<file path="config.mk">
export PLATFORM = sky130hd
export DESIGN_NAME = load_cell_adc_reader_top_flat
export DESIGN_NICKNAME = d
export VERILOG_FILES = /design/src/sv/lcar_pkg.sv /design/src/sv/lcar_ifs.sv /design/src/sv/lcar_seq.sv /design/src/sv/lcar_arith.sv /design/src/sv/load_cell_adc_reader_top.sv /design/src/flat_wrapper.sv
export SDC_FILE = /design/constraint.sdc
export NUM_CORES = 2
export LEC_CHECK = 0
export BUFFER_PORTS_ARGS = -buffer_cell sky130_fd_sc_hd__buf_2
export CAP_MARGIN = 5
export CORE_ASPECT_RATIO = 0.7
export CORE_MARGIN = 2
export CORE_UTILIZATION = 25
export DETAILED_ROUTE_END_ITERATION = 7
export GPL_TIMING_DRIVEN = 0
export PLACE_DENSITY = 0.38
export SETUP_SLACK_MARGIN = 0.2
export SLEW_MARGIN = 15
export SYNTH_ARGS = -nofsm -noshare
export SYNTH_HDL_FRONTEND = slang
export SYNTH_SLANG_ARGS = --single-unit
</file>
<file path="constraint.sdc">
create_clock -name clock -period 7.8 [get_ports clock]
set_input_delay 1.56 -clock clock [delete_from_list [all_inputs] [get_ports clock]]
set_output_delay 1.56 -clock clock [all_outputs]
set_load 0.02 [all_outputs]
</file>
<file path="src/sv/lcar_pkg.sv">
`default_nettype none

package lcar_pkg;

   localparam int DATA_BITS_DEF = 24;

   localparam logic [1:0] KIND_TARE   = 2'd1;
   localparam logic [1:0] KIND_WEIGHT = 2'd2;

   localparam logic [1:0] REG_SCALE  = 2'd0;
   localparam logic [1:0] REG_OFFSET = 2'd1;
   localparam logic [1:0] REG_EXTRA  = 2'd2;

   localparam logic [31:0] SCALE_RST  = 32'd79810;
   localparam logic [31:0] OFFSET_RST = 32'd0;
   localparam logic [1:0]  EXTRA_RST  = 2'd1;

   typedef logic [47:0] value_type;

   localparam value_type VALUE_MAX = {1'b0, {47{1'b1}}};
   localparam value_type VALUE_MIN = {1'b1, {47{1'b0}}};

   typedef struct packed {
      logic sck;
      logic done;
      logic was_tare;
      logic timed_out;
      logic direct;
   } lcar_tag_type;

endpackage

`default_nettype wire

</file>
<file path="src/sv/lcar_ifs.sv">
`default_nettype none

interface lcar_req_if;
   logic       valid;
   logic       ready;
   logic [1:0] kind;
   logic       dout;

   modport source (output valid, output kind, output dout, input ready);
   modport sink   (input valid, input kind, input dout, output ready);
endinterface

interface lcar_rsp_if;
   logic        valid;
   logic        ready;
   logic        sck;
   logic        done_res;
   logic [47:0] value;
   logic        was_tare;
   logic        timed_out;

   modport source (output valid, output sck, output done_res, output value,
                   output was_tare, output timed_out, input ready);
   modport sink   (input valid, input sck, input done_res, input value,
                   input was_tare, input timed_out, output ready);
endinterface

interface lcar_csr_if;
   logic        valid;
   logic        ready;
   logic [1:0]  index;
   logic [31:0] data;

   modport source (output valid, output index, output data, input ready);
   modport sink   (input valid, input index, input data, output ready);
endinterface

`default_nettype wire

</file>
<file path="src/sv/lcar_seq.sv">
`default_nettype none

module lcar_seq
   import lcar_pkg::*;
#(
   parameter int DATA_BITS = DATA_BITS_DEF
) (
   input  wire logic                 clock,
   input  wire logic                 reset,
   lcar_req_if.sink                  req,
   input  wire logic [1:0]           extra_pulses,
   output      logic                 s1_valid,
   input  wire logic                 s1_ready,
   output      lcar_tag_type         s1_tag,
   output      logic [DATA_BITS-1:0] s1_raw
);

   localparam int BC_W = $clog2(DATA_BITS + 1);

   localparam logic [2:0] PH_IDLE = 3'd0;
   localparam logic [2:0] PH_WAIT = 3'd1;
   localparam logic [2:0] PH_DHI  = 3'd2;
   localparam logic [2:0] PH_DLO  = 3'd3;
   localparam logic [2:0] PH_PHI  = 3'd4;
   localparam logic [2:0] PH_PLO  = 3'd5;

   localparam logic [DATA_BITS-1:0] MSB_FLIP = {1'b1, {(DATA_BITS-1){1'b0}}};

   logic                 s0_valid_ff;
   logic [1:0]           s0_kind_ff;
   logic                 s0_dout_ff;
   logic                 s1_valid_ff;
   lcar_tag_type         s1_tag_ff, s1_tag_in;
   logic [DATA_BITS-1:0] s1_raw_ff, s1_raw_in;

   logic [2:0]           phase_ff, phase_in;
   logic [BC_W-1:0]      bit_count_ff, bit_count_in;
   logic [DATA_BITS-1:0] shift_data_ff, shift_data_in;
   logic [1:0]           wait_count_ff, wait_count_in;
   logic [1:0]           pulse_count_ff, pulse_count_in;
   logic                 pending_tare_ff, pending_tare_in;
   logic                 tare_taken_ff, tare_taken_in;

   logic s1_free, s0_free, step;

   assign s1_free   = !s1_valid_ff || s1_ready;
   assign s0_free   = !s0_valid_ff || s1_free;
   assign step      = s0_valid_ff && s1_free;
   assign req.ready = s0_free;

   assign s1_valid = s1_valid_ff;
   assign s1_tag   = s1_tag_ff;
   assign s1_raw   = s1_raw_ff;

   always_comb begin
      logic [DATA_BITS-1:0] shift_next;
      logic [BC_W-1:0]      bit_inc;
      logic [1:0]           wait_inc;
      logic [1:0]           pulse_inc;
      logic                 fin;
      logic                 tmo;

      shift_next      = {shift_data_ff[DATA_BITS-2:0], s0_dout_ff};
      bit_inc         = bit_count_ff + BC_W'(1);
      wait_inc        = wait_count_ff + 2'd1;
      pulse_inc       = pulse_count_ff + 2'd1;
      fin             = 1'b0;
      tmo             = 1'b0;
      phase_in        = phase_ff;
      bit_count_in    = bit_count_ff;
      shift_data_in   = shift_data_ff;
      wait_count_in   = wait_count_ff;
      pulse_count_in  = pulse_count_ff;
      pending_tare_in = pending_tare_ff;
      tare_taken_in   = tare_taken_ff;
      s1_tag_in       = '0;
      s1_raw_in       = '0;

      case (phase_ff)
         PH_IDLE: begin
            if (s0_kind_ff == KIND_WEIGHT && !tare_taken_ff) begin
               s1_tag_in.done   = 1'b1;
               s1_tag_in.direct = 1'b1;
            end else if (s0_kind_ff inside {KIND_TARE, KIND_WEIGHT}) begin
               pending_tare_in = (s0_kind_ff == KIND_TARE);
               bit_count_in    = '0;
               shift_data_in   = '0;
               pulse_count_in  = '0;
               if (!s0_dout_ff) begin
                  wait_count_in = 2'd0;
                  phase_in      = PH_DHI;
               end else begin
                  wait_count_in = 2'd1;
                  phase_in      = PH_WAIT;
               end
            end
         end
         PH_WAIT: begin
            if (!s0_dout_ff) begin
               phase_in = PH_DHI;
            end else begin
               wait_count_in = wait_inc;
               if (wait_inc >= 2'd2) begin
                  fin = 1'b1;
                  tmo = 1'b1;
               end
            end
         end
         PH_DHI: begin
            s1_tag_in.sck = 1'b1;
            phase_in      = PH_DLO;
         end
         PH_DLO: begin
            shift_data_in = shift_next;
            bit_count_in  = bit_inc;
            if (bit_inc >= BC_W'(DATA_BITS)) begin
               if (extra_pulses == 2'd0) begin
                  fin       = 1'b1;
                  s1_raw_in = shift_next ^ MSB_FLIP;
               end else begin
                  pulse_count_in = 2'd0;
                  phase_in       = PH_PHI;
               end
            end else begin
               phase_in = PH_DHI;
            end
         end
         PH_PHI: begin
            s1_tag_in.sck = 1'b1;
            phase_in      = PH_PLO;
         end
         PH_PLO: begin
            pulse_count_in = pulse_inc;
            if (pulse_inc >= extra_pulses) begin
               fin       = 1'b1;
               s1_raw_in = shift_data_ff ^ MSB_FLIP;
            end else begin
               phase_in = PH_PHI;
            end
         end
         default: begin
            phase_in = PH_IDLE;
         end
      endcase

      if (fin) begin
         s1_tag_in.done      = 1'b1;
         s1_tag_in.was_tare  = pending_tare_ff;
         s1_tag_in.timed_out = tmo;
         phase_in            = PH_IDLE;
         if (pending_tare_ff) begin
            tare_taken_in = 1'b1;
         end
      end
   end

   always_ff @(posedge clock) begin
      if (reset) begin
         s0_valid_ff     <= 1'b0;
         s1_valid_ff     <= 1'b0;
         phase_ff        <= PH_IDLE;
         bit_count_ff    <= '0;
         shift_data_ff   <= '0;
         wait_count_ff   <= '0;
         pulse_count_ff  <= '0;
         pending_tare_ff <= 1'b0;
         tare_taken_ff   <= 1'b0;
      end else begin
         if (s0_free) begin
            s0_valid_ff <= req.valid;
         end
         if (s1_free) begin
            s1_valid_ff <= s0_valid_ff;
         end
         if (step) begin
            phase_ff        <= phase_in;
            bit_count_ff    <= bit_count_in;
            shift_data_ff   <= shift_data_in;
            wait_count_ff   <= wait_count_in;
            pulse_count_ff  <= pulse_count_in;
            pending_tare_ff <= pending_tare_in;
            tare_taken_ff   <= tare_taken_in;
         end
      end
   end

   always_ff @(posedge clock) begin
      if (req.valid && s0_free) begin
         s0_kind_ff <= req.kind;
         s0_dout_ff <= req.dout;
      end
      if (step) begin
         s1_tag_ff <= s1_tag_in;
         s1_raw_ff <= s1_raw_in;
      end
   end

`ifndef SYNTHESIS
   a_bit_count_range: assert property (@(posedge clock) disable iff (reset)
      bit_count_ff <= BC_W'(DATA_BITS))
      else $error("bit count beyond word length");

   a_high_then_low: assert property (@(posedge clock) disable iff (reset)
      step && (phase_ff == PH_DHI || phase_ff == PH_PHI) |=>
         phase_ff == PH_DLO || phase_ff == PH_PLO)
      else $error("clock high tick not followed by low tick");

   a_timeout_raw: assert property (@(posedge clock) disable iff (reset)
      s1_valid_ff && s1_tag_ff.timed_out |-> s1_raw_ff == '0 && s1_tag_ff.done)
      else $error("timed-out word carries data");

   a_direct_no_tare: assert property (@(posedge clock) disable iff (reset)
      step && s1_tag_in.direct |-> !tare_taken_ff && phase_ff == PH_IDLE)
      else $error("direct result after tare taken");
`endif

endmodule

`default_nettype wire

</file>
<file path="src/sv/lcar_arith.sv">
`default_nettype none

module lcar_arith
   import lcar_pkg::*;
#(
   parameter int DATA_BITS = DATA_BITS_DEF
) (
   input  wire logic                 clock,
   input  wire logic                 reset,
   input  wire logic                 s1_valid,
   output      logic                 s1_ready,
   input  wire lcar_tag_type         s1_tag,
   input  wire logic [DATA_BITS-1:0] s1_raw,
   input  wire logic [31:0]          scale,
   input  wire logic [31:0]          offset,
   lcar_rsp_if.source                rsp
);

   localparam int PW = DATA_BITS + 32;
   localparam int QW = DATA_BITS + 24;
   localparam int SW = (QW + 2 > 50) ? QW + 2 : 50;

   logic          s2_valid_ff, s3_valid_ff, s4_valid_ff;
   lcar_tag_type  s2_tag_ff, s3_tag_ff, s4_tag_ff;
   logic [PW-1:0] prod_ff, prod_in;
   value_type     w_ff, w_in;
   value_type     value_ff, value_in;
   value_type     tare_value_ff, tare_value_in;

   logic s2_free, s3_free, s4_free;

   assign s4_free  = !s4_valid_ff || rsp.ready;
   assign s3_free  = !s3_valid_ff || s4_free;
   assign s2_free  = !s2_valid_ff || s3_free;
   assign s1_ready = s2_free;

   assign prod_in = PW'(s1_raw) * PW'(scale);

   always_comb begin
      logic [PW-1:0]  rnd;
      logic [QW-1:0]  q16;
      logic [SW-1:0]  sum;
      logic [SW-48:0] hi;

      rnd = prod_ff + PW'(128);
      q16 = rnd[PW-1:8];
      sum = {{(SW-QW){1'b0}}, q16} + {{(SW-32){offset[31]}}, offset};
      hi  = sum[SW-1:47];
      if ((&hi) || !(|hi)) begin
         w_in = sum[47:0];
      end else if (sum[SW-1]) begin
         w_in = VALUE_MIN;
      end else begin
         w_in = VALUE_MAX;
      end
   end

   always_comb begin
      logic [48:0] diff;

      diff          = {w_ff[47], w_ff} - {tare_value_ff[47], tare_value_ff};
      tare_value_in = tare_value_ff;
      value_in      = '0;
      if (s3_tag_ff.done && !s3_tag_ff.direct) begin
         if (s3_tag_ff.was_tare) begin
            value_in      = w_ff;
            tare_value_in = w_ff;
         end else if (diff[48] != diff[47]) begin
            value_in = diff[48] ? VALUE_MIN : VALUE_MAX;
         end else begin
            value_in = diff[47:0];
         end
      end
   end

   always_ff @(posedge clock) begin
      if (reset) begin
         s2_valid_ff   <= 1'b0;
         s3_valid_ff   <= 1'b0;
         s4_valid_ff   <= 1'b0;
         tare_value_ff <= '0;
      end else begin
         if (s2_free) begin
            s2_valid_ff <= s1_valid;
         end
         if (s3_free) begin
            s3_valid_ff <= s2_valid_ff;
         end
         if (s4_free) begin
            s4_valid_ff <= s3_valid_ff;
         end
         if (s4_free && s3_valid_ff) begin
            tare_value_ff <= tare_value_in;
         end
      end
   end

   always_ff @(posedge clock) begin
      if (s2_free && s1_valid) begin
         s2_tag_ff <= s1_tag;
         prod_ff   <= prod_in;
      end
      if (s3_free && s2_valid_ff) begin
         s3_tag_ff <= s2_tag_ff;
         w_ff      <= w_in;
      end
      if (s4_free && s3_valid_ff) begin
         s4_tag_ff <= s3_tag_ff;
         value_ff  <= value_in;
      end
   end

   assign rsp.valid     = s4_valid_ff;
   assign rsp.sck       = s4_tag_ff.sck;
   assign rsp.done_res  = s4_tag_ff.done;
   assign rsp.value     = value_ff;
   assign rsp.was_tare  = s4_tag_ff.was_tare;
   assign rsp.timed_out = s4_tag_ff.timed_out;

`ifndef SYNTHESIS
   a_idle_value_zero: assert property (@(posedge clock) disable iff (reset)
      rsp.valid && !rsp.done_res |-> rsp.value == '0 && !rsp.was_tare && !rsp.timed_out)
      else $error("word without result carries value");

   a_tare_update: assert property (@(posedge clock) disable iff (reset)
      !$past(reset) && !$stable(tare_value_ff) |-> rsp.valid && rsp.was_tare)
      else $error("tare changed without tare result");

   a_tare_echo: assert property (@(posedge clock) disable iff (reset)
      rsp.valid && rsp.was_tare |-> rsp.value == tare_value_ff)
      else $error("tare result differs from stored tare");
`endif

endmodule

`default_nettype wire

</file>
<file path="src/sv/load_cell_adc_reader_top.sv">
`default_nettype none

// Load-cell converter reader. Each req word is one tick of the two-wire link
// (kind 0) or a tare (1) or weight (2) request, with the sampled data line
// level; every req word yields exactly one rsp word carrying the clock level
// to drive and, on the closing tick of a read, the Q32.16 result. One word is
// taken every cycle unless rsp stalls; a result passes through the input
// register, the sequencer stage, the raw-by-scale multiplier and the rounding,
// offset and tare saturation stages before it is offered. Write scale, offset
// and extra_pulses only while no word is in flight.
module load_cell_adc_reader_top
   import lcar_pkg::*;
#(
   parameter int DATA_BITS = DATA_BITS_DEF
) (
   input wire logic   clock,
   input wire logic   reset,
   lcar_req_if.sink   req_ch,
   lcar_rsp_if.source rsp_ch,
   lcar_csr_if.sink   csr_ch
);

   logic [31:0] scale_ff;
   logic [31:0] offset_ff;
   logic [1:0]  extra_pulses_ff;

   logic                 s1_valid;
   logic                 s1_ready;
   lcar_tag_type         s1_tag;
   logic [DATA_BITS-1:0] s1_raw;

   assign csr_ch.ready = 1'b1;

   always_ff @(posedge clock) begin
      if (reset) begin
         scale_ff        <= SCALE_RST;
         offset_ff       <= OFFSET_RST;
         extra_pulses_ff <= EXTRA_RST;
      end else if (csr_ch.valid) begin
         case (csr_ch.index)
            REG_SCALE:  scale_ff        <= csr_ch.data;
            REG_OFFSET: offset_ff       <= csr_ch.data;
            REG_EXTRA:  extra_pulses_ff <= csr_ch.data[1:0];
            default: begin
            end
         endcase
      end
   end

   lcar_seq #(
      .DATA_BITS (DATA_BITS)
   ) u_seq (
      .clock        (clock),
      .reset        (reset),
      .req          (req_ch),
      .extra_pulses (extra_pulses_ff),
      .s1_valid     (s1_valid),
      .s1_ready     (s1_ready),
      .s1_tag       (s1_tag),
      .s1_raw       (s1_raw)
   );

   lcar_arith #(
      .DATA_BITS (DATA_BITS)
   ) u_arith (
      .clock    (clock),
      .reset    (reset),
      .s1_valid (s1_valid),
      .s1_ready (s1_ready),
      .s1_tag   (s1_tag),
      .s1_raw   (s1_raw),
      .scale    (scale_ff),
      .offset   (offset_ff),
      .rsp      (rsp_ch)
   );

endmodule

`default_nettype wire

</file>
<file path="src/flat_wrapper.sv">
// flat-port wrapper written by rule: the top's interface ports become plain ports
module load_cell_adc_reader_top_flat import lcar_pkg::*;
#(
   parameter int DATA_BITS = DATA_BITS_DEF
)
  (clock, reset, req_ch_valid, req_ch_kind, req_ch_dout, req_ch_ready, rsp_ch_valid, rsp_ch_sck, rsp_ch_done_res, rsp_ch_value, rsp_ch_was_tare, rsp_ch_timed_out, rsp_ch_ready, csr_ch_valid, csr_ch_index, csr_ch_data, csr_ch_ready);
  lcar_req_if req_ch_i ();
  lcar_rsp_if rsp_ch_i ();
  lcar_csr_if csr_ch_i ();
  input wire logic clock;
  input wire logic reset;
  input wire logic [$bits(req_ch_i.valid)-1:0] req_ch_valid;
  input wire logic [$bits(req_ch_i.kind)-1:0] req_ch_kind;
  input wire logic [$bits(req_ch_i.dout)-1:0] req_ch_dout;
  output wire logic [$bits(req_ch_i.ready)-1:0] req_ch_ready;
  output wire logic [$bits(rsp_ch_i.valid)-1:0] rsp_ch_valid;
  output wire logic [$bits(rsp_ch_i.sck)-1:0] rsp_ch_sck;
  output wire logic [$bits(rsp_ch_i.done_res)-1:0] rsp_ch_done_res;
  output wire logic [$bits(rsp_ch_i.value)-1:0] rsp_ch_value;
  output wire logic [$bits(rsp_ch_i.was_tare)-1:0] rsp_ch_was_tare;
  output wire logic [$bits(rsp_ch_i.timed_out)-1:0] rsp_ch_timed_out;
  input wire logic [$bits(rsp_ch_i.ready)-1:0] rsp_ch_ready;
  input wire logic [$bits(csr_ch_i.valid)-1:0] csr_ch_valid;
  input wire logic [$bits(csr_ch_i.index)-1:0] csr_ch_index;
  input wire logic [$bits(csr_ch_i.data)-1:0] csr_ch_data;
  output wire logic [$bits(csr_ch_i.ready)-1:0] csr_ch_ready;
  assign req_ch_i.valid = req_ch_valid;
  assign req_ch_i.kind = req_ch_kind;
  assign req_ch_i.dout = req_ch_dout;
  assign req_ch_ready = req_ch_i.ready;
  assign rsp_ch_valid = rsp_ch_i.valid;
  assign rsp_ch_sck = rsp_ch_i.sck;
  assign rsp_ch_done_res = rsp_ch_i.done_res;
  assign rsp_ch_value = rsp_ch_i.value;
  assign rsp_ch_was_tare = rsp_ch_i.was_tare;
  assign rsp_ch_timed_out = rsp_ch_i.timed_out;
  assign rsp_ch_i.ready = rsp_ch_ready;
  assign csr_ch_i.valid = csr_ch_valid;
  assign csr_ch_i.index = csr_ch_index;
  assign csr_ch_i.data = csr_ch_data;
  assign csr_ch_ready = csr_ch_i.ready;
  load_cell_adc_reader_top #(.DATA_BITS(DATA_BITS)) u_core (.clock(clock), .reset(reset), .req_ch(req_ch_i), .rsp_ch(rsp_ch_i), .csr_ch(csr_ch_i));
endmodule
</file>
After elaboration in Yosys (flattened, before gate mapping)
Cells that the tools add are included.
{"block": "totals", "reg_bits": 355, "latch_bits": 0, "mem_bits_rw": 0, "rom_bits": 0, "inputBits": 42, "output_inout_bits": 55, "wordCells": 159, "memories": 0}
{"block": "op_classes", "add_sub_neg": 6, "multipliers": 1, "div_mod_pow": 0, "order_cmp": 3, "n_eq_ne": 20, "n_shift": 0, "n_mux": 43, "bitwise": 3, "n_reduce_logical": 42}
{"operator": "$mux W48", "count": 5}
{"operator": "$mux W24", "count": 5}
{"operator": "$pmux W24 S2", "count": 2}
{"operator": "$add A56 B8 Y56 const B", "count": 1}
{"operator": "$mul A24 B32 Y56", "count": 1}
{"operator": "$add A49 B32 Y50", "count": 1}
{"operator": "$sub A48 B48 Y49", "count": 1}
{"operator": "$mux W3", "count": 7}
{"operator": "$pmux W3 S6", "count": 1}
{"operator": "$mux W2", "count": 8}
{"operator": "$ne A3 B3 Y1 const B", "count": 4}
{"operator": "$reduce_and A6 Y1", "count": 2}
{"operator": "$mux W5", "count": 2}
{"operator": "$ne A2 B2 Y1 const B", "count": 5}
{"operator": "$pmux W5 S2", "count": 1}
{"operator": "$mux W1", "count": 9}
{"operator": "$reduce_and A3 Y1", "count": 3}
{"operator": "$logic_not A1 Y1", "count": 8}
{"operator": "$reduce_and A2 Y1", "count": 4}
{"operator": "$reduce_and A4 Y1", "count": 2}
{"operator": "$logic_and A1 B1 Y1", "count": 7}
{"operator": "$eq A3 B2 Y1 const B", "count": 2}
{"operator": "$eq A3 B3 Y1 const B", "count": 2}
{"operator": "$logic_or A1 B1 Y1", "count": 6}
{"operator": "21 further kinds", "count": 29}

Depth between registers and ports, before layout
{"block": "logic_depth", "depth_word": 7, "ltp_mapped": 28, "ltp_nobuf": 26}

Cells and area by module
A second synthesis with hierarchy kept.
{"block": "unflattened", "hier_cells": 4871, "hier_area_um2": 44624.0}
{"mod": "lcar_arith", "instances": 1, "cells_per_inst": 4325, "area_per_inst_um2": 38663.3}
{"mod": "lcar_seq", "instances": 1, "cells_per_inst": 279, "area_per_inst_um2": 3164.3}
{"mod": "load_cell_adc_reader_top", "instances": 1, "cells_per_inst": 267, "area_per_inst_um2": 2796.4}

Worst setup path before layout
No wires, ideal clock.
{"block": "synth_timing", "path_type": "reg-to-reg", "from": "reg u_core.u_seq.s1_raw_ff[0] (netlist: u_core.u_seq.s1_raw[0])", "to": "reg u_core.u_arith.prod_ff[53], data pin", "setup_time_ps": 260, "t_arrival_ps": 6896, "t_required_ps": 7540, "path_slack_ps": 644, "stages_incl_launch_ff": 27, "period_less_slack_ps": 7156, "cell_sequence": "edfxtp_1 > clkbuf_1 > and2_1 > fa_1 > fa_1 > inv_1 > fa_1 > fa_1 > inv_1 > fa_1 > fa_1 > inv_1 > fa_1 > inv_1 > ha_1 > buf_2 > a21o_1 > a311oi_1 > nor2_1 > or4b_1 > o211ai_1 > a21bo_2 > a211oi_2 > o21ai_1 > a21o_1 > a221oi_2 > xnor2_1"}
{"block": "synth_via", "elab_chain_cells": 1}
{"element": "start: declaration", "line": "lcar_seq.sv:34", "rtl": "logic [DATA_BITS-1:0] s1_raw_ff, s1_raw_in;"}
{"element": "start signal: assignment", "line": "lcar_seq.sv:194", "rtl": "s1_raw_ff <= s1_raw_in;"}
{"element": "$mul A24 B32 Y56", "line": "lcar_arith.sv:37", "rtl": "assign prod_in = PW'(s1_raw) * PW'(scale);"}
{"element": "via u_core.u_arith.prod_in[53]", "line": "lcar_arith.sv:25", "rtl": "logic [PW-1:0] prod_ff, prod_in;"}
{"element": "end signal: assignment", "line": "lcar_arith.sv:101", "rtl": "prod_ff <= prod_in;"}
{"element": "end: declaration", "line": "lcar_arith.sv:25"}
The timed path passes the listed nets, and every way through them passes these cells.
A chain may end at the register's enable or synchronous reset.

Final worst setup path
{"block": "layout_timing", "from": "reg u_core.u_seq.s1_raw_ff[15] (netlist: u_core.u_seq.s1_raw[15])", "to": "reg u_core.u_arith.prod_ff[53], data pin"}
Same word-level chain as after synthesis.

==> results_dict.tcl <==
set metrics [dict create \
    core_area_um2 174000 \
    leakagePower_nw 22.5 \
    detail_route.drc_violations 0 \
    sequential_share_of_the_synthesized_area_pct 20.2 \
    critical_path.most_common_cell "sky130_fd_sc_hd__fa_1" \
    routed_wirelength_um 164000 \
    grt_max_degree 29 \
    final.period_utilization_pct 98.6 \
    finalInstanceArea_um2 50800 \
    synthFlopType "sky130_fd_sc_hd__edfxtp_1" \
    layoutNonFillerInstCount 7543 \
    holdCritPathClass "register to register" \
    pwr_density_cell_nw_per_um2 92.2 \
    post_synth_xor_area_fraction_pct 3.73 \
    synthesis.yosys.warnings 0 \
    clkTransAtPathRegs_ns 0.06 \
    syn_area_um2 44000 \
    critical-path-slowest-cell "sky130_fd_sc_hd__fa_2" \
    synth_cells 4950 \
    global_route_usage_over_all_layers_pct 18.3 \
    final_common_cell "sky130_fd_sc_hd__inv_1" \
    grt_first_pass_wirelength_um 244000 \
    synthesis.area_per_instance_um2 8.90 \
    critical_path.endpoint_type "register" \
    fin_worst_skew_ns 0.0437 \
    max_clock_freq_mhz 130 \
    synth_edf_count 191 \
    register_area_um2 8940 \
    max-slew-margin-rel_pct 23.4 \
    grt_antenna_before_repair 20 \
    post_drt_wl_per_cell_um 21.7 \
    die_area_um2 180000 \
    finalMaxSlewViolations 0 \
    critical_path.cell_chain "buf_12, clkbuf_2, nand2_1, fa_1, inv_1, fa_1, fa_1, fa_1, fa_1, fa_1, inv_1, fa_2, inv_1, ha_2, nor2b_1, nor2_1, or4b_1, o211ai_1, a21bo_4, a211oi_4, o21ai_2, a21o_1, a221oi_2, xnor2_1" \
    clk_root_buffer_cell "sky130_fd_sc_hd__clkbuf_16" \
    drt-initial-drc-count 2149 \
    h_tree_levels 2 \
    placement_rows 128 \
    worst_tran_pin_value_ns 1.14 \
    worst_setup_path_start_kind "register" \
    buffer_ports.inserted 94 \
    synth_top_area_share_pct 30.0 \
    antenna_violating_nets_post_route 0 \
    setup_repair_after_global_routing_missed_its_margin "true" \
    synth_compound_area_share_pct 11.6 \
    regToRegStartpoint "u_core.u_seq.s1_raw[15]" \
    cp_max_fo 10 \
    synth.area.mux_share_pct 0.159 \
    max-cap-violations 0 \
    final_layout_size_suffix_gt1_share_pct 9.72 \
    hold_buffers 0 \
    num_io_pins 97 \
    max-clock-path-buffers 3 \
    combinational_family_with_the_most_area_after_synthesis "adder cells" \
    run_status "complete, no violations" \
    synth_top_cell_by_area "sky130_fd_sc_hd__fa_1" \
    n_fill_cell 18700 \
    syn-num-nets 5933 \
    asyncSetResetFlopFracSynth_pct 0 \
    grt_overflow 0 \
    report.final.hold_viol_count 0 \
    place_hpwl_um 136000 \
    timing.final.setup_violations 0 \
    synthDistinctLibCells 92 \
    vias_in_the_first_global_route 35600 \
    cells_after_dpl 7392 \
    min_period_ns 7.69 \
    critical_path_class "register to register" \
    synth.top_cells.by_area "sky130_fd_sc_hd__fa_1, sky130_fd_sc_hd__edfxtp_1, sky130_fd_sc_hd__ha_1, sky130_fd_sc_hd__dfxtp_1, sky130_fd_sc_hd__inv_1" \
    data_arrival_time_of_the_critical_path_ns 8.01 \
    die_width_um 506 \
    slowest_delay_ns 0.60 \
    tritoncts "done" \
    num_vias 34300 \
    layout.cells.most_common_list "sky130_fd_sc_hd__inv_1, sky130_fd_sc_hd__nand2_1, sky130_fd_sc_hd__fa_1, sky130_fd_sc_hd__and2_1, sky130_fd_sc_hd__a21oi_1" \
    synth_adder_area_share_pct 38.1 \
    drtPass1Iterations 5 \
    place_area_um2 47600 \
    post_drt_via_cell_ratio 4.54 \
    simple_gate_portion_of_the_synthesized_area_pct 16.7 \
    dieHeight_um 355 \
    critical_path_required_ns 8.12 \
    start_point_of_the_critical_path "u_core.u_seq.s1_raw[15]" \
    place.gp.congestion 0.893 \
    cts_inserted_buffers 44 \
    worst_ir_drop_vdd_uv 141 \
    ys_seq_elements 348 \
    worstPathBufferInverterCount 5 \
    insertion_delay_ns 0.61 \
    multi_input_area_um2 31300 \
    holdCritStartpoint "u_core.u_seq.s1_tag[2]" \
    initial_core_util_pct 25.3 \
    critPathTopFamily "adder cells" \
    cts_sinks 348 \
    final_net_count 6142 \
    syn_to_final_growth_pct 15.3 \
]
[cells by family (layout without fill, tap and decap cells)]
kind of cell    count (synthesis)  after routing
other cells                     1              9
simple gates                 1527           1527
compound gates                845            845
buf+inv                      1088           1333
flops                         348            348
fa+ha+maj                     948            948
xor+xnor                      186            186
mux                             7              7
[cell type report]
cell class,count,share of cell area (%)
Multi-Input combinational cell,3514,61.7
Sequential cell,348,17.6
Inverter,816,6.05
Tap cell,2340,5.77
Buffer,269,3.41
Clock buffer,66,2.55
Timing Repair Buffer,166,2.40
Clock inverter,16,0.478
Antenna cell,8,0.0394
[through the flow]
stage	total power, W	util [%]	setup slack [ns]	hold WS (ns)	TNS, ns
floorplan	0.00232	-	0.644	0.400	0
global placement	0.00252	27.2	-1.23	0.402	-39.56
detailed placement	0.00252	27.3	-1.20	0.405	-22.55
CTS	0.00476	29.0	0.0383	0.413	0
global route	0.00487	29.1	-0.144	0.431	-0.381
finish	0.00468	29.1	0.112	0.413	0
[worst register-to-register path, cell delays in order (launching register included)]
cell and delay (ns):
sky130_fd_sc_hd__edfxtp_1 0.37, sky130_fd_sc_hd__buf_12 0.15, sky130_fd_sc_hd__clkbuf_2 0.41, sky130_fd_sc_hd__nand2_1 0.16, sky130_fd_sc_hd__fa_1 0.54, sky130_fd_sc_hd__inv_1 0.05, sky130_fd_sc_hd__fa_1 0.48, sky130_fd_sc_hd__fa_1 0.53
sky130_fd_sc_hd__fa_1 0.55, sky130_fd_sc_hd__fa_1 0.56, sky130_fd_sc_hd__fa_1 0.51, sky130_fd_sc_hd__inv_1 0.05, sky130_fd_sc_hd__fa_2 0.60, sky130_fd_sc_hd__inv_1 0.08, sky130_fd_sc_hd__ha_2 0.33, sky130_fd_sc_hd__nor2b_1 0.15
sky130_fd_sc_hd__nor2_1 0.11, sky130_fd_sc_hd__or4b_1 0.44, sky130_fd_sc_hd__o211ai_1 0.09, sky130_fd_sc_hd__a21bo_4 0.27, sky130_fd_sc_hd__a211oi_4 0.28, sky130_fd_sc_hd__o21ai_2 0.10, sky130_fd_sc_hd__a21o_1 0.22, sky130_fd_sc_hd__a221oi_2 0.25
sky130_fd_sc_hd__xnor2_1 0.12
[Yosys cell counts, drive strengths merged (26+ instances only)]
| master | number |
|---|---|
| inv | 815 |
| nand2 | 725 |
| fa | 659 |
| and2 | 389 |
| a21oi | 346 |
| ha | 282 |
| clkbuf | 249 |
| o21ai | 218 |
| edfxtp | 191 |
| dfxtp | 157 |
| nor2 | 136 |
| xnor2 | 126 |
| a21o | 74 |
| nand3 | 63 |
| xor2 | 60 |
| and3 | 36 |
| nand4 | 34 |
| nor2b | 32 |
| nor3 | 27 |
| a22oi | 26 |
| nand2b | 26 |
[state kept, by name, summed over array words and instances (netlist names), 3 cells and up]
| register | flops |
|---|---|
| u_core.offset_ff | 32 |
| u_core.scale_ff | 32 |
| u_core.u_arith.prod_ff | 49 |
| u_core.u_arith.rsp.value | 48 |
| u_core.u_arith.s2_tag_ff | 5 |
| u_core.u_arith.s3_tag_ff | 5 |
| u_core.u_arith.tare_value_ff | 48 |
| u_core.u_arith.w_ff | 48 |
| u_core.u_seq.bit_count_ff | 5 |
| u_core.u_seq.phase_ff | 3 |
| u_core.u_seq.s1_raw | 24 |
| u_core.u_seq.s1_tag | 5 |
| u_core.u_seq.shift_data_ff | 24 |
[path summary, 6_finish.rpt]
check / endpoint / slack, ns / depth (start not counted)
hold reg to reg: u_core.u_arith.s2_tag_ff[2] / 0.41 / 0
setup reg to reg: u_core.u_arith.prod_ff[53] / 0.11 / 24
setup / recovery: u_core.u_arith.prod_ff[53] / 0.11 / 24
hold / removal: u_core.u_arith.s2_tag_ff[2] / 0.41 / 0
[where the power goes]
part           total, W  switching (W)  leakage, nW  internal, W
Clock           0.00218       0.000859        0.750      0.00132
Combinational  0.000480       0.000328         18.7     0.000151
Sequential      0.00202      0.0000508         3.10      0.00197
Total           0.00468        0.00124         22.5      0.00344
[per-layer routing]
metal | track usage (%) | share of wire [%]
met1 | 28.2 | 51
met2 | 26.0 | 40
met3 | 4.06 | 7.5
met4 | 2.95 | 1.3
met5 | 0 | 0
[timing repair]
action / 4_1_cts / 5_1_grt
gates cloned: 3 / 1
gates resized for setup: 326 / 82
endpoints found under the setup margin: 37 / 19
buffers inserted: 48 / 12
hold endpoints to repair: 0 / 0
pin swaps: 32 / 29
(Power assumes the default switching activity.)
